## config.mk

```make
export PLATFORM = sky130hd
export DESIGN_NAME = propeller_pulse_rate_meter_top
export DESIGN_NICKNAME = d
export VERILOG_FILES = /design/src/hw/rtl/ppr_pkg.sv /design/src/hw/rtl/ppr_ctrl.sv /design/src/hw/rtl/ppr_dp.sv /design/src/hw/rtl/propeller_pulse_rate_meter_top.sv
export SDC_FILE = /design/constraint.sdc
export NUM_CORES = 1
export LEC_CHECK = 0
export BUFFER_PORTS_ARGS = -buffer_cell sky130_fd_sc_hd__buf_2
export CAP_MARGIN = 20
export CORE_MARGIN = 5
export CORE_UTILIZATION = 58
export CTS_CLUSTER_SIZE = 14
export DETAILED_ROUTE_END_ITERATION = 12
export PLACE_DENSITY = 0.79
export SYNTH_ARGS = -nofsm -noshare
export SYNTH_HDL_FRONTEND = slang
export SYNTH_SLANG_ARGS = --single-unit
```

## constraint.sdc

```tcl
create_clock -name clk -period 6.8 [get_ports clk]
set_input_delay 0.68 -clock clk [delete_from_list [all_inputs] [get_ports clk]]
set_output_delay 0.68 -clock clk [all_outputs]
set_load 0.02 [all_outputs]
```

## src/hw/rtl/ppr_pkg.sv

```systemverilog
// Shared types, codes and constants of the propeller pulse rate meter.
package ppr_pkg;

	localparam int StampBitsDef = 24;
	localparam int TsW          = 24;
	localparam int CountW       = 16;
	localparam int CalW         = 16;
	localparam int MinW         = 24;
	localparam int RateW        = 24;
	localparam int ScaleShift   = 7;
	localparam int NumW         = CountW + CalW + ScaleShift;
	localparam int StepW        = $clog2(NumW);
	localparam int CfgAddrW     = 2;
	localparam int CfgDataW     = 24;

	localparam logic [CalW-1:0] CalReset = CalW'(45613);
	localparam logic [MinW-1:0] MinReset = MinW'(32768);

	localparam logic [1:0] REQ_EDGE    = 2'd0;
	localparam logic [1:0] REQ_READ    = 2'd1;
	localparam logic [1:0] REQ_RESTART = 2'd2;

	localparam logic [CfgAddrW-1:0] CFG_CAL = CfgAddrW'(0);
	localparam logic [CfgAddrW-1:0] CFG_MIN = CfgAddrW'(1);

	typedef enum logic [1:0] {
		ST_IDLE,
		ST_MUL,
		ST_DIV,
		ST_DONE
	} state_t;

	typedef struct packed {
		logic edge_inc;
		logic read_start;
		logic restart;
		logic load_mul;
		logic div_step;
		logic load_out;
	} cmd_t;

	typedef struct packed {
		logic is_short;
		logic out_busy;
	} stat_t;

endpackage

```

## src/hw/rtl/ppr_ctrl.sv

```systemverilog
// Controller state machine: request decode, multiply, divide and result hand-off.
module ppr_ctrl
	import ppr_pkg::*;
(
	input  logic       clk,
	input  logic       arst_n,
	input  logic       in_valid,
	input  logic [1:0] req_type,
	output logic       in_ready,
	input  stat_t      stat,
	output cmd_t       cmd
);

	state_t            state_q;
	state_t            state_d;
	logic [StepW-1:0]  step_q;
	logic              take;
	logic              last_step;

	assign take      = in_valid && (state_q == ST_IDLE);
	assign last_step = (step_q == StepW'(NumW - 1));

	always_ff @(posedge clk or negedge arst_n) begin
		if (!arst_n) begin
			state_q <= ST_IDLE;
			step_q  <= '0;
		end else begin
			state_q <= state_d;
			if (state_q == ST_DIV) begin
				step_q <= step_q + StepW'(1);
			end else begin
				step_q <= '0;
			end
		end
	end

	always_comb begin
		state_d = state_q;
		case (state_q)
			ST_IDLE: begin
				if (take && req_type == REQ_READ) state_d = ST_MUL;
			end
			ST_MUL: begin
				state_d = stat.is_short ? ST_DONE : ST_DIV;
			end
			ST_DIV: begin
				if (last_step) state_d = ST_DONE;
			end
			ST_DONE: begin
				if (!stat.out_busy) state_d = ST_IDLE;
			end
			default: state_d = ST_IDLE;
		endcase
	end

	always_comb begin
		in_ready       = 1'b0;
		cmd            = '0;
		case (state_q)
			ST_IDLE: begin
				in_ready       = 1'b1;
				cmd.edge_inc   = in_valid && req_type == REQ_EDGE;
				cmd.read_start = in_valid && req_type == REQ_READ;
				cmd.restart    = in_valid && req_type == REQ_RESTART;
			end
			ST_MUL:  cmd.load_mul = 1'b1;
			ST_DIV:  cmd.div_step = 1'b1;
			ST_DONE: cmd.load_out = !stat.out_busy;
			default: cmd = '0;
		endcase
	end

endmodule

```

## src/hw/rtl/ppr_dp.sv

```systemverilog
// Datapath: registers, edge counter, elapsed time, multiplier, restoring divider, output word.
module ppr_dp
	import ppr_pkg::*;
#(
	parameter int STAMP_BITS = StampBitsDef
) (
	input  logic                clk,
	input  logic                arst_n,
	input  logic                cfg_we,
	input  logic [CfgAddrW-1:0] cfg_addr,
	input  logic [CfgDataW-1:0] cfg_wdata,
	input  logic [TsW-1:0]      time_stamp,
	input  cmd_t                cmd,
	output stat_t               stat,
	input  logic                out_ready,
	output logic                out_valid,
	output logic [RateW-1:0]    rate_q8,
	output logic                too_short
);

	localparam int CmpW = (STAMP_BITS > MinW) ? STAMP_BITS : MinW;

	logic [CalW-1:0]       cal_q;
	logic [MinW-1:0]       min_q;
	logic [CountW-1:0]     count_q;
	logic [STAMP_BITS-1:0] last_q;
	logic [CountW-1:0]     snap_q;
	logic [STAMP_BITS-1:0] elapsed_q;
	logic                  short_q;
	logic [NumW-1:0]       num_q;
	logic [STAMP_BITS-1:0] rem_q;
	logic                  out_valid_q;
	logic [RateW-1:0]      rate_q;
	logic                  too_short_q;

	logic [CmpW-1:0]       ts_ext;
	logic [STAMP_BITS-1:0] now;
	logic [STAMP_BITS-1:0] elapsed;
	logic                  short_now;
	logic [STAMP_BITS:0]   rem_sh;
	logic [STAMP_BITS:0]   rem_sub;
	logic                  q_bit;
	logic [CalW+CountW-1:0] prod;
	logic [RateW-1:0]      rate_sat;

	assign ts_ext    = CmpW'(time_stamp);
	assign now       = ts_ext[STAMP_BITS-1:0];
	assign elapsed   = now - last_q;
	assign short_now = (elapsed == '0) || (CmpW'(elapsed) < CmpW'(min_q));

	assign prod    = snap_q * cal_q;
	assign rem_sh  = {rem_q, num_q[NumW-1]};
	assign rem_sub = rem_sh - {1'b0, elapsed_q};
	assign q_bit   = !rem_sub[STAMP_BITS];

	// clamp quotients that do not fit the rate field
	assign rate_sat = (|num_q[NumW-1:RateW]) ? '1 : num_q[RateW-1:0];

	always_ff @(posedge clk or negedge arst_n) begin
		if (!arst_n) begin
			cal_q       <= CalReset;
			min_q       <= MinReset;
			count_q     <= '0;
			last_q      <= '0;
			out_valid_q <= 1'b0;
		end else begin
			if (cfg_we && cfg_addr == CFG_CAL) cal_q <= cfg_wdata[CalW-1:0];
			if (cfg_we && cfg_addr == CFG_MIN) min_q <= cfg_wdata[MinW-1:0];
			if (cmd.edge_inc && count_q != '1) count_q <= count_q + CountW'(1);
			if (cmd.read_start || cmd.restart) begin
				count_q <= '0;
				last_q  <= now;
			end
			if (cmd.load_out) begin
				out_valid_q <= 1'b1;
			end else if (out_ready) begin
				out_valid_q <= 1'b0;
			end
		end
	end

	always_ff @(posedge clk) begin
		if (cmd.read_start) begin
			snap_q    <= count_q;
			elapsed_q <= elapsed;
			short_q   <= short_now;
		end
		if (cmd.load_mul) begin
			num_q <= {prod, ScaleShift'(0)};
			rem_q <= '0;
		end
		// one quotient bit per cycle, shifted in behind the dividend
		if (cmd.div_step) begin
			num_q <= {num_q[NumW-2:0], q_bit};
			rem_q <= q_bit ? rem_sub[STAMP_BITS-1:0] : rem_sh[STAMP_BITS-1:0];
		end
		if (cmd.load_out) begin
			rate_q      <= short_q ? '0 : rate_sat;
			too_short_q <= short_q;
		end
	end

	assign stat.is_short = short_q;
	assign stat.out_busy = out_valid_q && !out_ready;

	assign out_valid = out_valid_q;
	assign rate_q8   = rate_q;
	assign too_short = too_short_q;

endmodule

```

## src/hw/rtl/propeller_pulse_rate_meter_top.sv

```systemverilog
// Top level of the propeller pulse rate meter: controller plus datapath.
//
//  channel | signals                                   | moves
//  --------+-------------------------------------------+---------------------------
//  in      | in_valid, in_ready, req_type, time_stamp  | one request word
//  out     | out_valid, out_ready, rate_q8, too_short  | one rate word per read
//  cfg     | cfg_we, cfg_addr, cfg_wdata               | register write, no wait
//
// Edge and restart words are taken in the idle state. A read steps through capture,
// multiply, 39 divider steps and hand-off, and skips the divider steps when too short;
// the divider is a bit-serial restoring divider over the 39-bit numerator.
// Reset clears the count, the last time stamp and the output valid flag; registers
// return to their defaults. A read waits in its last state while the previous
// result is still held; the input side takes no new words until the read is done.
module propeller_pulse_rate_meter_top
	import ppr_pkg::*;
#(
	parameter int STAMP_BITS = StampBitsDef
) (
	input  logic                clk,
	input  logic                arst_n,
	input  logic                in_valid,
	output logic                in_ready,
	input  logic [1:0]          req_type,
	input  logic [TsW-1:0]      time_stamp,
	output logic                out_valid,
	input  logic                out_ready,
	output logic [RateW-1:0]    rate_q8,
	output logic                too_short,
	input  logic                cfg_we,
	input  logic [CfgAddrW-1:0] cfg_addr,
	input  logic [CfgDataW-1:0] cfg_wdata
);

	cmd_t  cmd;
	stat_t stat;

	ppr_ctrl u_ctrl (
		.clk      (clk),
		.arst_n   (arst_n),
		.in_valid (in_valid),
		.req_type (req_type),
		.in_ready (in_ready),
		.stat     (stat),
		.cmd      (cmd)
	);

	ppr_dp #(
		.STAMP_BITS (STAMP_BITS)
	) u_dp (
		.clk        (clk),
		.arst_n     (arst_n),
		.cfg_we     (cfg_we),
		.cfg_addr   (cfg_addr),
		.cfg_wdata  (cfg_wdata),
		.time_stamp (time_stamp),
		.cmd        (cmd),
		.stat       (stat),
		.out_ready  (out_ready),
		.out_valid  (out_valid),
		.rate_q8    (rate_q8),
		.too_short  (too_short)
	);

endmodule

```

==> impl_metrics.json <==
{
  "syn_area_per_cell_sq_um": 9.83,
  "post_synth_inst_count": 2031,
  "post-route-cell-area_sq_um": 21800,
  "wirelength_microns": 44000,
  "fp.dieH_microns": 196,
  "clock_pin_slew_reported_for_the_worst_setup_and_hold_paths_after_clock_tree_synthesis_ns": 0.06,
  "drt.antenna.violating_nets": 0,
  "worstSetupPathType": "flop to flop",
  "post_dp_cell_area_sq_um": 21000,
  "global_route.usage.total_pct": 23.6,
  "port_buffers": 83,
  "drive_above_1_share_pct": 11.0,
  "crit_path_max_incr_delay_ns": 0.54,
  "min_path_type": "input port to asynchronous set/reset pin",
  "ys_async_sr_fraction_pct": 40.8,
  "skew_ns": 0.0214,
  "timing.critical_path.cells": "buf_4 -> and2_1 -> fa_1 -> inv_1 -> fa_1 -> inv_1 -> fa_1 -> fa_1 -> fa_1 -> inv_1 -> fa_1 -> inv_1 -> ha_1 -> inv_1 -> o21ai_0 -> a21oi_1 -> nor2b_1 -> a311o_1 -> a21o_1 -> and4b_1 -> nor4_1 -> a21oi_1",
  "firstDrtPassIters": 7,
  "drc_violation_count_after_routing": 0,
  "total_nets_after_synthesis": 2465,
  "worstMarginPinSlew_ns": 1.05,
  "synth_top_cells_by_area": "sky130_fd_sc_hd__fa_1 (20%), sky130_fd_sc_hd__edfxtp_1 (19%), sky130_fd_sc_hd__ha_1 (11%)",
  "yosysMostFrequentCell": "sky130_fd_sc_hd__inv_1",
  "die_area_sq_um": 38200,
  "grt_first_pass_wirelength_microns": 74700,
  "critPathRequiredTime_ns": 7.05,
  "cp.arrival_ns": 6.68,
  "clk_latency_ns": 0.53,
  "top_level_ports": 84,
  "result_of_the_run": "finished clean",
  "area_growth_syn_to_layout_pct": 9.33,
  "post_synth_instance_area_sq_um": 20000,
  "clk_root_buffer_cell": "sky130_fd_sc_hd__clkbuf_16",
  "gp_congestion": 0.925,
  "rsz0062_at_grt": "no",
  "initial_utilization_pct": 58.2,
  "htree_levels": 1,
  "timing.slew.headroom_pct": 30.3,
  "rows": 68,
  "min_period_over_period_pct": 94.6,
  "coreArea_sq_um": 34300,
  "grt_max_degree": 70,
  "worst-path-max-fanout": 9,
  "finalSetupViolations": 0,
  "finalMaxSlewViolations": 0,
  "preCtsSetupSlack_ns": 0.230,
  "synth_cell_types": 73,
  "tmin_final_ns": 6.43,
  "timing.fmax_mhz": 155,
  "post_cts_hold_buffer_count": 0,
  "fin_setup_tns_ns": 0,
  "clock_tree.buffer_depth": 3,
  "synth_seq_area_share_pct": 30.6,
  "synth_ff_type": "sky130_fd_sc_hd__edfxtp_1",
  "clock_sink_count": 218,
  "post_drt_wl_per_cell_microns": 17.1,
  "timing.critical_path.mode_cell": "sky130_fd_sc_hd__fa_1",
  "drt_iter0_markers": 1072,
  "hpwlAfterDp_microns": 34500,
  "cpMaxStageDelayCell": "sky130_fd_sc_hd__fa_1",
  "via_count": 14500,
  "post-synth-top-area-cell": "sky130_fd_sc_hd__fa_1",
  "globalRouteOverflowTotal": 0,
  "post-route-worst-setup-slack_ns": 0.369,
  "synth.yosys.warnings": 0,
  "final_util_pct": 63.7,
  "max_cap_viol_count": 0,
  "die_x_microns": 196,
  "ys_ff_latch": 218,
  "tritoncts": "yes",
  "finalHoldViolations": 0,
  "grt_pass1_vias": 15100,
  "fill_cells": 2678,
  "vias_per_cell": 5.64,
  "worst_setup_path_end_kind": "flop",
  "design.final.nets": 2542,
  "synth_top_area_share_pct": 19.7,
  "tritoncts.num_buffers": 24,
  "post_synth_most_frequent_cells": "sky130_fd_sc_hd__inv_1 (334), sky130_fd_sc_hd__nand2_1 (238), sky130_fd_sc_hd__fa_1 (196), sky130_fd_sc_hd__ha_1 (181)",
  "synth_edf_count": 129,
  "sort_of_element_at_the_start_of_the_critical_path": "flop",
  "grt_antenna_before_repair": 1,
  "timing.reg2reg.setup_slack_ns": 0.37
}
-- area by class of cell --
class	instances	area (sq um)	share of cell area, %
tap	455	569	2.61
timing repair buffer	115	698	3.20
antenna	1	2.50	0.0115
clock buffer	29	641	2.93
sequential	218	6120	28.0
inverter	335	1260	5.76
clock inverter	14	153	0.699
multi-input combinational	1414	12400	56.8
-- stage by stage --
stage | hold slack, ns | std cells
floorplan | 0.384 | 2031
global placement | 0.463 | 2533
detailed placement | 0.477 | 2534
CTS | 0.0850 | 2577
global route | 0.109 | 2581
finish | 0.0827 | 2581
-- cell usage in the layout (no fill, tap or decap), drive strengths merged, types with 10 or more instances in the layout --
master,synthesis,layout
nor3,19,19
o21ai,75,75
nand2b,10,10
clkbuf,58,29
a31oi,14,14
nand3,18,18
dfrtp,80,80
edfxtp,129,129
a211oi,13,13
buf,6,115
xor2,34,34
a21oi,63,63
mux2i,20,20
and2,129,129
or3,10,10
ha,181,181
fa,196,196
o21a,13,13
and3,12,12
mux2,46,46
nor2,127,127
xnor2,45,45
inv,334,334
a21o,36,36
nand4,14,14
nand2,238,238
-- metal layers --
metal	GRT usage [%]	routed length, microns
met3	2.61	2620
met4	7.71	1610
met5	0	0
met2	39.6	21000
met1	32.4	18800
-- worst paths after layout --
kind / from / cells after the start / to
worst max-delay path: u_dp.snap_q[5] / 22 / u_dp.num_q[30]
worst min-delay path: arst_n / 1 / u_dp.last_q[12]
worst max register to register: u_dp.snap_q[5] / 22 / u_dp.num_q[30]
worst min register to register: u_ctrl.step_q[0] / 1 / u_ctrl.step_q[0]
max in group asynchronous: arst_n / 2 / u_dp.cal_q[7]
min in group clk: cfg_wdata[21] / 2 / u_dp.min_q[21]
-- registers in the layout, indices dropped and copies added (netlist names) --
name	flops
u_dp.count_q	16
u_dp.num_q	39
u_dp.elapsed_q	24
u_dp.min_q	24
u_dp.too_short	1
u_dp.snap_q	16
u_dp.rem_q	24
u_ctrl.step_q	6
u_dp.cal_q	16
u_dp.short_q	1
u_dp.rate_q8	24
u_dp.out_valid	1
u_dp.last_q	24
u_ctrl.state_q	2
-- kinds of logic (layout without fill, tap and decap cells) --
| logic type | Yosys count | after routing | share of synthesized area (%) |
|---|---|---|---|
| muxes | 66 | 66 | 3.60 |
| AOI/OAI and AO/OA | 279 | 279 | 9.17 |
| adders and majority gates | 377 | 377 | 31.0 |
| other | 0 | 1 | 0 |
| buffers and inverters | 399 | 493 | 7.59 |
| xor gates and xnor gates | 79 | 79 | 3.47 |
| and+or+nand+nor | 613 | 613 | 14.6 |
| DFF | 218 | 218 | 30.6 |
-- critical path: cells and delay by family (launching register included) --
kind | cells | cell delay [ns]
AO/OA/AOI/OAI | 5 | 0.98
buffers and inverters | 6 | 0.56
flip-flops | 1 | 0.51
adder cells (fa/ha/maj) | 7 | 3.40
AND/OR/NAND/NOR | 4 | 0.70
-- what timing repair did --
item | in CTS | in global routing
endpoints found under the hold margin | 0 | 0
resized for setup | 0 | 5
setup buffers | 0 | 2
setup endpoints to repair | 0 | 5
Power is not shown: default switching activity piles up to over one toggle a cycle in this logic, so the estimate is an artifact.
